**src/hdl/emt_pkg.sv**
```systemverilog
// Shared types and constants for the encoder multi-turn tracker.
// No dependencies; used by emt_core and encoder_multiturn_tracker.
`timescale 1ns / 1ps

package emt_pkg;

    // Fixed field widths.
    localparam int MAX_STEP_W   = 21;
    localparam int FAIL_LIMIT_W = 4;
    localparam int JUMP_W       = 16;
    localparam int RAW_WORD_W   = 24;
    localparam int CFG_INDEX_W  = 1;

    // Configuration register indexes.
    localparam logic [CFG_INDEX_W-1:0] CFG_MAX_STEP   = 1'd0;
    localparam logic [CFG_INDEX_W-1:0] CFG_FAIL_LIMIT = 1'd1;

    // Configuration reset values.
    localparam logic [MAX_STEP_W-1:0]   MAX_STEP_RESET   = 21'd262144;
    localparam logic [FAIL_LIMIT_W-1:0] FAIL_LIMIT_RESET = 4'd5;

    // Result status codes.
    typedef enum logic [1:0] {
        STATUS_FRESH = 2'd0,
        STATUS_HELD  = 2'd1,
        STATUS_FAIL  = 2'd2
    } emt_status_t;

    // Configuration registers as seen by the core.
    typedef struct packed {
        logic [MAX_STEP_W-1:0]   max_step;
        logic [FAIL_LIMIT_W-1:0] fail_limit;
    } emt_cfg_t;

    // Per-result flags passed from the core to the output stage.
    typedef struct packed {
        emt_status_t status;
        logic        step_rejected;
    } emt_flags_t;

endpackage

```
**src/hdl/emt_core.sv**
```systemverilog
// Tracker core: holds the multi-turn state and computes one result per item.
// Depends on emt_pkg. Result outputs are combinational; state moves on fire.
`timescale 1ns / 1ps

module emt_core #(
    parameter int ANGLE_BITS    = 21,
    parameter int POSITION_BITS = 48
) (
    input  logic                                   clk,
    input  logic                                   rst_n,
    input  emt_pkg::emt_cfg_t                      cfg,
    input  logic                                   fire,
    input  logic                                   mode,
    input  logic                                   read_ok,
    input  logic [emt_pkg::RAW_WORD_W-1:0]         raw_word,
    output emt_pkg::emt_flags_t                    flags,
    output logic [ANGLE_BITS-1:0]                  angle,
    output logic signed [POSITION_BITS-1:0]        abs_position,
    output logic [emt_pkg::JUMP_W-1:0]             jump_count
);

    localparam int HALF   = 1 << (ANGLE_BITS - 1);
    localparam int TURN   = 1 << ANGLE_BITS;
    localparam int DIFF_W = ANGLE_BITS + 2;
    localparam int CMP_W  = (ANGLE_BITS > emt_pkg::MAX_STEP_W) ? ANGLE_BITS
                                                                : emt_pkg::MAX_STEP_W;
    localparam int SUM_W  = ((POSITION_BITS > ANGLE_BITS + 1) ? POSITION_BITS
                                                              : ANGLE_BITS + 1) + 1;
    localparam logic signed [DIFF_W-1:0] HALF_D = (DIFF_W)'(HALF);
    localparam logic signed [DIFF_W-1:0] TURN_D = (DIFF_W)'(TURN);
    localparam logic [emt_pkg::FAIL_LIMIT_W-1:0] FAIL_COUNT_MAX = '1;

    // Tracker state.
    logic [emt_pkg::FAIL_LIMIT_W-1:0]   fail_count_reg, fail_count_next;
    logic [ANGLE_BITS-1:0]              last_raw_reg, last_raw_next;
    logic [ANGLE_BITS-1:0]              prev_angle_reg, prev_angle_next;
    logic                               origin_ready_reg, origin_ready_next;
    logic signed [POSITION_BITS-1:0]    position_reg, position_next;
    logic [emt_pkg::JUMP_W-1:0]         rejected_total_reg, rejected_total_next;

    // Datapath intermediates.
    logic [ANGLE_BITS-1:0]              raw_new;
    logic [ANGLE_BITS-1:0]              raw_sel;
    logic [ANGLE_BITS-1:0]              ang;
    logic [ANGLE_BITS-1:0]              base;
    logic [emt_pkg::FAIL_LIMIT_W-1:0]   fail_inc;
    logic                               fail_report;
    logic signed [DIFF_W-1:0]           diff;
    logic signed [ANGLE_BITS:0]         step;
    logic [ANGLE_BITS-1:0]              mag;
    logic                               too_big;
    logic signed [SUM_W-1:0]            sum;
    logic                               sum_ovf;
    logic signed [POSITION_BITS-1:0]    pos_sat;
    logic [emt_pkg::JUMP_W-1:0]         rejected_inc;

    // Raw angle is the top bits of the 24-bit register word.
    assign raw_new  = raw_word[emt_pkg::RAW_WORD_W-1 -: ANGLE_BITS];
    assign fail_inc = (fail_count_reg == FAIL_COUNT_MAX) ? fail_count_reg
                                                         : fail_count_reg + 1'b1;
    assign fail_report = !read_ok && (fail_inc > cfg.fail_limit);
    assign raw_sel  = read_ok ? raw_new : last_raw_reg;

    // Polarity inversion modulo one turn.
    assign ang  = ANGLE_BITS'(-raw_sel);
    assign base = origin_ready_reg ? prev_angle_reg : ang;

    // Unwrap the step into [-half turn, +half turn].
    assign diff = $signed({2'b00, ang}) - $signed({2'b00, base});
    always_comb
    begin
        if (diff > HALF_D)
        begin
            step = (ANGLE_BITS + 1)'(diff - TURN_D);
        end
        else if (diff < -HALF_D)
        begin
            step = (ANGLE_BITS + 1)'(diff + TURN_D);
        end
        else
        begin
            step = (ANGLE_BITS + 1)'(diff);
        end
    end

    // Step magnitude check against the configured limit.
    assign mag     = step[ANGLE_BITS] ? ANGLE_BITS'(-step) : ANGLE_BITS'(step);
    assign too_big = CMP_W'(mag) > CMP_W'(cfg.max_step);

    // Saturating position update.
    assign sum     = SUM_W'(position_reg) + SUM_W'(step);
    assign sum_ovf = !((&sum[SUM_W-1:POSITION_BITS-1]) || !(|sum[SUM_W-1:POSITION_BITS-1]));
    assign pos_sat = sum[SUM_W-1] ? {1'b1, {(POSITION_BITS-1){1'b0}}}
                                  : {1'b0, {(POSITION_BITS-1){1'b1}}};
    assign rejected_inc = (rejected_total_reg == '1) ? rejected_total_reg
                                                     : rejected_total_reg + 1'b1;

    // Result selection and next state.
    always_comb
    begin
        fail_count_next     = fail_count_reg;
        last_raw_next       = last_raw_reg;
        prev_angle_next     = prev_angle_reg;
        origin_ready_next   = origin_ready_reg;
        position_next       = position_reg;
        rejected_total_next = rejected_total_reg;

        flags.status        = read_ok ? emt_pkg::STATUS_FRESH : emt_pkg::STATUS_HELD;
        flags.step_rejected = 1'b0;
        angle               = ang;
        abs_position        = position_reg;
        jump_count          = rejected_total_reg;

        if (mode)
        begin
            // Rebase: zero the position and take the next sample as origin.
            position_next     = '0;
            origin_ready_next = 1'b0;
            flags.status      = emt_pkg::STATUS_FRESH;
            angle             = '0;
            abs_position      = '0;
        end
        else if (fail_report)
        begin
            fail_count_next = fail_inc;
            flags.status    = emt_pkg::STATUS_FAIL;
            angle           = '0;
        end
        else
        begin
            if (read_ok)
            begin
                fail_count_next = '0;
                last_raw_next   = raw_new;
            end
            else
            begin
                fail_count_next = fail_inc;
            end
            origin_ready_next = 1'b1;
            if (!origin_ready_reg)
            begin
                prev_angle_next = ang;
            end

            if (too_big)
            begin
                rejected_total_next = rejected_inc;
                flags.step_rejected = 1'b1;
                jump_count          = rejected_inc;
            end
            else
            begin
                position_next   = sum_ovf ? pos_sat : POSITION_BITS'(sum);
                prev_angle_next = ang;
                abs_position    = position_next;
            end
        end
    end

    // State registers.
    always_ff @(posedge clk or negedge rst_n)
    begin
        if (!rst_n)
        begin
            fail_count_reg     <= '0;
            last_raw_reg       <= '0;
            prev_angle_reg     <= '0;
            origin_ready_reg   <= 1'b0;
            position_reg       <= '0;
            rejected_total_reg <= '0;
        end
        else if (fire)
        begin
            fail_count_reg     <= fail_count_next;
            last_raw_reg       <= last_raw_next;
            prev_angle_reg     <= prev_angle_next;
            origin_ready_reg   <= origin_ready_next;
            position_reg       <= position_next;
            rejected_total_reg <= rejected_total_next;
        end
    end

endmodule

```
**src/hdl/encoder_multiturn_tracker.sv**
```systemverilog
// Absolute encoder multi-turn tracker: top level with stream ports and config.
// Depends on emt_pkg and emt_core.
`timescale 1ns / 1ps

// The tracker takes one item per clock cycle while the output side is not stalled,
// and returns one result item for each. An item first lands in an input register;
// from there it passes once through the core (angle inversion, unwrap, step check
// and saturating position add) into the result register. The input register can
// take one more item while a finished result waits; once both registers are full,
// the input stalls until the result is taken. The tracking state updates as each
// item passes the core, so back-to-back items see each other's effect in order.
// Configuration writes take effect at once and are meant to be made while no item
// is in flight.

module encoder_multiturn_tracker #(
    parameter int ANGLE_BITS    = 21,
    parameter int POSITION_BITS = 48
) (
    input  logic                                    clk,
    input  logic                                    rst_n,

    // Configuration write port.
    input  logic                                    cfg_we,
    input  logic [emt_pkg::CFG_INDEX_W-1:0]         cfg_index,
    input  logic [emt_pkg::MAX_STEP_W-1:0]          cfg_data,

    // Input stream.
    input  logic                                    s_axis_tvalid,
    output logic                                    s_axis_tready,
    input  logic [23:0]                             s_axis_tdata,  // byte_high, byte_middle, byte_low
    input  logic [1:0]                              s_axis_tuser,  // mode, read_ok

    // Result stream.
    output logic                                    m_axis_tvalid,
    input  logic                                    m_axis_tready,
    output logic [((ANGLE_BITS + POSITION_BITS + emt_pkg::JUMP_W + 7) / 8) * 8 - 1:0]
                                                    m_axis_tdata,  // angle, abs_position, jump_count
    output logic [2:0]                              m_axis_tuser   // status, step_rejected
);

    localparam int OUT_W = ((ANGLE_BITS + POSITION_BITS + emt_pkg::JUMP_W + 7) / 8) * 8;

    // Configuration registers.
    emt_pkg::emt_cfg_t                  cfg_reg;

    // Input register.
    logic                               in_valid_reg;
    logic                               in_mode_reg;
    logic                               in_ok_reg;
    logic [emt_pkg::RAW_WORD_W-1:0]     in_word_reg;

    // Result register.
    logic                               out_valid_reg;
    emt_pkg::emt_flags_t                out_flags_reg;
    logic [ANGLE_BITS-1:0]              out_angle_reg;
    logic signed [POSITION_BITS-1:0]    out_pos_reg;
    logic [emt_pkg::JUMP_W-1:0]         out_jump_reg;

    // Core results.
    emt_pkg::emt_flags_t                core_flags;
    logic [ANGLE_BITS-1:0]              core_angle;
    logic signed [POSITION_BITS-1:0]    core_pos;
    logic [emt_pkg::JUMP_W-1:0]         core_jump;

    logic                               load_in;
    logic                               advance;

    // Handshake control.
    assign advance       = in_valid_reg && (!out_valid_reg || m_axis_tready);
    assign s_axis_tready = !in_valid_reg || advance;
    assign load_in       = s_axis_tvalid && s_axis_tready;

    // Configuration writes.
    always_ff @(posedge clk or negedge rst_n)
    begin
        if (!rst_n)
        begin
            cfg_reg.max_step   <= emt_pkg::MAX_STEP_RESET;
            cfg_reg.fail_limit <= emt_pkg::FAIL_LIMIT_RESET;
        end
        else if (cfg_we)
        begin
            unique case (cfg_index)
                emt_pkg::CFG_MAX_STEP:
                begin
                    cfg_reg.max_step <= cfg_data;
                end
                emt_pkg::CFG_FAIL_LIMIT:
                begin
                    cfg_reg.fail_limit <= cfg_data[emt_pkg::FAIL_LIMIT_W-1:0];
                end
                default:
                begin
                    cfg_reg <= cfg_reg;
                end
            endcase
        end
    end

    // Input register valid.
    always_ff @(posedge clk or negedge rst_n)
    begin
        if (!rst_n)
        begin
            in_valid_reg <= 1'b0;
        end
        else if (load_in)
        begin
            in_valid_reg <= 1'b1;
        end
        else if (advance)
        begin
            in_valid_reg <= 1'b0;
        end
    end

    // Input register payload.
    always_ff @(posedge clk)
    begin
        if (load_in)
        begin
            in_mode_reg <= s_axis_tuser[0];
            in_ok_reg   <= s_axis_tuser[1];
            in_word_reg <= {s_axis_tdata[7:0], s_axis_tdata[15:8], s_axis_tdata[23:16]};
        end
    end

    emt_core #(
        .ANGLE_BITS    (ANGLE_BITS),
        .POSITION_BITS (POSITION_BITS)
    ) u_core (
        .clk          (clk),
        .rst_n        (rst_n),
        .cfg          (cfg_reg),
        .fire         (advance),
        .mode         (in_mode_reg),
        .read_ok      (in_ok_reg),
        .raw_word     (in_word_reg),
        .flags        (core_flags),
        .angle        (core_angle),
        .abs_position (core_pos),
        .jump_count   (core_jump)
    );

    // Result register valid.
    always_ff @(posedge clk or negedge rst_n)
    begin
        if (!rst_n)
        begin
            out_valid_reg <= 1'b0;
        end
        else if (advance)
        begin
            out_valid_reg <= 1'b1;
        end
        else if (m_axis_tready)
        begin
            out_valid_reg <= 1'b0;
        end
    end

    // Result register payload.
    always_ff @(posedge clk)
    begin
        if (advance)
        begin
            out_flags_reg <= core_flags;
            out_angle_reg <= core_angle;
            out_pos_reg   <= core_pos;
            out_jump_reg  <= core_jump;
        end
    end

    assign m_axis_tvalid = out_valid_reg;
    assign m_axis_tdata  = OUT_W'({out_jump_reg, out_pos_reg, out_angle_reg});
    assign m_axis_tuser  = {out_flags_reg.step_rejected, out_flags_reg.status};

    // A reported failure carries no angle and never a rejected step.
    assert property (@(posedge clk) disable iff (!rst_n)
        out_valid_reg && (out_flags_reg.status == emt_pkg::STATUS_FAIL)
        |-> (out_angle_reg == '0) && !out_flags_reg.step_rejected)
        else $error("failure result with nonzero angle or rejected step");

    // A rejected step has always been counted.
    assert property (@(posedge clk) disable iff (!rst_n)
        out_valid_reg && out_flags_reg.step_rejected |-> (out_jump_reg != '0))
        else $error("rejected step with zero jump count");

    // An empty input register always takes a new item.
    assert property (@(posedge clk) disable iff (!rst_n)
        !in_valid_reg |-> s_axis_tready)
        else $error("input stalled while input register is empty");

    // A stalled result holds while the input register keeps its item.
    assert property (@(posedge clk) disable iff (!rst_n)
        out_valid_reg && !m_axis_tready && in_valid_reg |=> in_valid_reg && out_valid_reg)
        else $error("item lost during output stall");

endmodule

```
**config.mk**
```make
export PLATFORM = sky130hd
export DESIGN_NAME = encoder_multiturn_tracker
export DESIGN_NICKNAME = d
export VERILOG_FILES = /design/src/hdl/emt_pkg.sv /design/src/hdl/emt_core.sv /design/src/hdl/encoder_multiturn_tracker.sv
export SDC_FILE = /design/constraint.sdc
export NUM_CORES = 1
export LEC_CHECK = 0
export ABC_AREA = 1
export BUFFER_PORTS_ARGS = -buffer_cell sky130_fd_sc_hd__buf_2
export CORE_MARGIN = 5
export CORE_UTILIZATION = 28
export DETAILED_ROUTE_END_ITERATION = 6
export PLACE_DENSITY_LB_ADDON = 0.15
export SLEW_MARGIN = 5
export SYNTH_ARGS = -nofsm -noshare
export SYNTH_HDL_FRONTEND = slang
export SYNTH_SLANG_ARGS = --single-unit
```
**constraint.sdc**
```tcl
create_clock -name clk -period 14.23 [get_ports clk]
set_input_delay 2.1345 -clock clk [delete_from_list [all_inputs] [get_ports clk]]
set_output_delay 2.1345 -clock clk [all_outputs]
set_load 0.03 [all_outputs]
```
==> flow_summary.yaml <==
die:
  die-area_um2: 66700
  die_h_um: 258
  initial_core_util_pct: 28.1
  rows: 91
  fp.dieW_um: 258
  ios: 146
  core_um2: 61400
clocking:
  ctsHtreeMaxLevel: 2
  ctsResizeCount: 0
  cts.clk_slew.worst_paths_ns: 0.07
  clock_latency_ns: 0.56
  cts_buffers: 35
  cts_tree: "done"
  postCtsHoldBufs: 0
  cts_setup_buffers: 0
  cts-root-buf: "clkbuf_16"
  cts.path.max_buffers: 3
  cts_sinks: 249
critical_path:
  path_common_cell: "nand2_1"
  critPathSlowestCell: "inv_2"
  path_class: "flip-flop to flip-flop"
  path_max_fanout: 46
  cp.required_ns: 14.51
  crit_path_start_kind: "flip-flop"
  critPathMaxStageDelay_ns: 0.53
  endpoint_kind: "flip-flop"
  arrival_ns: 9.48
grt:
  grt_antenna_before_repair: 1
  grt_remaining_overflow: 0
  grt_usage_pct: 15.5
  grt_pass1_vias: 15200
  grt_max_degree: 89
  grt_pass1_wl_mm: 84.3
sta:
  finalHoldViolCount: 0
  setup_tns_ns: 0
  finalMaxSlewViolations: 0
  fmax_ghz: 0.109
  rsz0062_at_grt: "no"
  setup_viol: 0
  slew_headroom_pct: 28.8
  tightest_slew_ns: 1.07
  clock_skew_ns: 0.0310
  period_needed_ns: 9.20
  post-route-period-util_pct: 64.7
  postLayoutSetupSlackWorst_ns: 5.03
placed_design:
  io_buffer_count: 139
  dp_slack_ns: 4.90
  gp_congestion: 0.873
  dp_hpwl_mm: 39.1
  placed_area_um2: 18700
route:
  drt_iter0_markers: 975
  vias: 15100
  met1_length_mm: 25.3
  drt_pass1_iterations: 5
  wl_per_cell_um: 16.2
  met2WireLength_mm: 24.2
  vias_per_cell: 4.70
  drc: 0
  route.met3.wl_mm: 1.78
  top_layer: "met4"
  ant_nets: 0
  routed_wl_mm: 52.2
synthesis:
  ys_ff_latch: 249
  syn_inst: 2278
  syn_area_um2: 17300
  synth_flop_cell: "dfrtp_1"
  avgSynthCellArea_um2: 7.58
  synth-edff-count: 111
  async_reset_ff_share_pct: 55.4
  yosys_warnings: 0
  yosysUniqueCellTypes: 54
  synth_seq_area_share_pct: 39.3
final_layout:
  post-route-util_pct: 32.6
  n_antenna_cell: 0
  area_growth_pct: 16.0
  stdcell_area_um2: 20000
  fin_nets: 2549
  drive_above_1_share_pct: 13.9
  fillers: 6630
job:
  maxCapViolCount: 0
status:
  status: "finished clean"
worst_hold_path:
  hold_path.class: "flip-flop to flip-flop"
==> cells in the mapped netlist (10+ instances only) <==
master | instances | area (um2)
a21oi_1 | 171 | 856
a31oi_1 | 36 | 225
clkbuf_1 | 51 | 191
dfrtp_1 | 135 | 3380
edfxtp_1 | 111 | 3330
ha_1 | 92 | 1150
inv_1 | 286 | 1070
inv_2 | 10 | 37.5
nand2_1 | 605 | 2270
nand2_2 | 45 | 282
nand3_1 | 90 | 450
nand3_2 | 15 | 150
nand4_1 | 25 | 156
nor2_1 | 170 | 638
nor2_2 | 13 | 81.3
nor3_1 | 30 | 150
o211ai_1 | 16 | 120
o21ai_0 | 166 | 831
xnor2_1 | 20 | 175
xor2_1 | 56 | 490
==> metal layers <==
layer,vias up,global-route usage (%)
li1,7731,-
met1,7093,21.4
met2,244,26.0
met3,52,2.21
met4,0,3.22
met5,-,0
==> cell usage in the layout (no fill, tap or decap), types with 9 or more instances in the layout <==
cell	netlist	final
ha_1	92	92
xnor2_1	20	20
dfrtp_1	135	135
buf_2	0	138
nand2_1	605	604
xor2_1	56	56
inv_2	10	11
inv_1	286	284
nand2_4	9	9
nand3_1	90	90
nand3_2	15	15
nand4_1	25	25
o211ai_1	16	16
nor4_1	9	9
buf_4	6	13
o21ai_0	166	166
nor3_1	30	30
nand2_2	45	46
clkbuf_16	0	35
nor2_4	9	9
nor2_2	13	14
a31oi_1	36	36
a21oi_1	171	171
nor2_1	170	169
edfxtp_1	111	111
==> per-stage QoR <==
step | std cells | hold WS, ns
after floorplan | 2280 | 0.442
after global placement | 3155 | 0.454
after detailed placement | 3155 | 0.460
after CTS | 3218 | 0.476
after global routing | 3218 | 0.498
final | 3218 | 0.469
==> critical path, delay by kind of cell, from the launching register on <==
kind | cells | cell delay [ns]
flip-flops | 1 | 0.35
AND/OR/NAND/NOR | 21 | 2.79
adder cells (fa/ha/maj) | 3 | 1.08
AO/OA/AOI/OAI | 8 | 1.60
buffers and inverters | 9 | 2.60
XOR/XNOR | 1 | 0.40
==> cell type report <==
type / count / area (um2) / share of cell area, %
tap: 790 / 988 / 4.94
timing repair buffer: 152 / 800 / 4.00
multi-input combinational: 1664 / 9020 / 45.1
clock buffer: 44 / 950 / 4.75
sequential: 249 / 6790 / 33.9
clock inverter: 19 / 328 / 1.64
inverter: 300 / 1140 / 5.68
==> cells by family after synthesis <==
logic type,count (synthesis),share of synthesized area [%]
xor+xnor,77,4.02
compound gates,441,14.0
fa+ha+maj,94,6.90
other cells,1,0.0217
buf+inv,367,8.45
mux,2,0.116
flops,249,39.3
simple gates,1047,27.2
==> worst paths after layout <==
kind,to,start,slack (ns),cells after the start
worst min-delay path,u_core.last_raw_reg[15]$_DFFE_PN0P_,u_core.last_raw_reg[15]$_DFFE_PN0P_,0.47,2
worst max-delay path,out_pos_reg[8]$_DFFE_PP_,in_ok_reg$_DFFE_PP_,5.03,42
worst min register to register,u_core.last_raw_reg[15]$_DFFE_PN0P_,u_core.last_raw_reg[15]$_DFFE_PN0P_,0.47,2
max in group asynchronous,u_core.rejected_total_reg[6]$_DFFE_PN0P_,rst_n,11.22,2
worst max register to register,out_pos_reg[8]$_DFFE_PP_,in_ok_reg$_DFFE_PP_,5.03,42
min in group asynchronous,cfg_reg[23]$_DFFE_PN0P_,rst_n,1.70,1
Power is not shown: default switching activity piles up to over one toggle a cycle in this logic, so the estimate is an artifact.
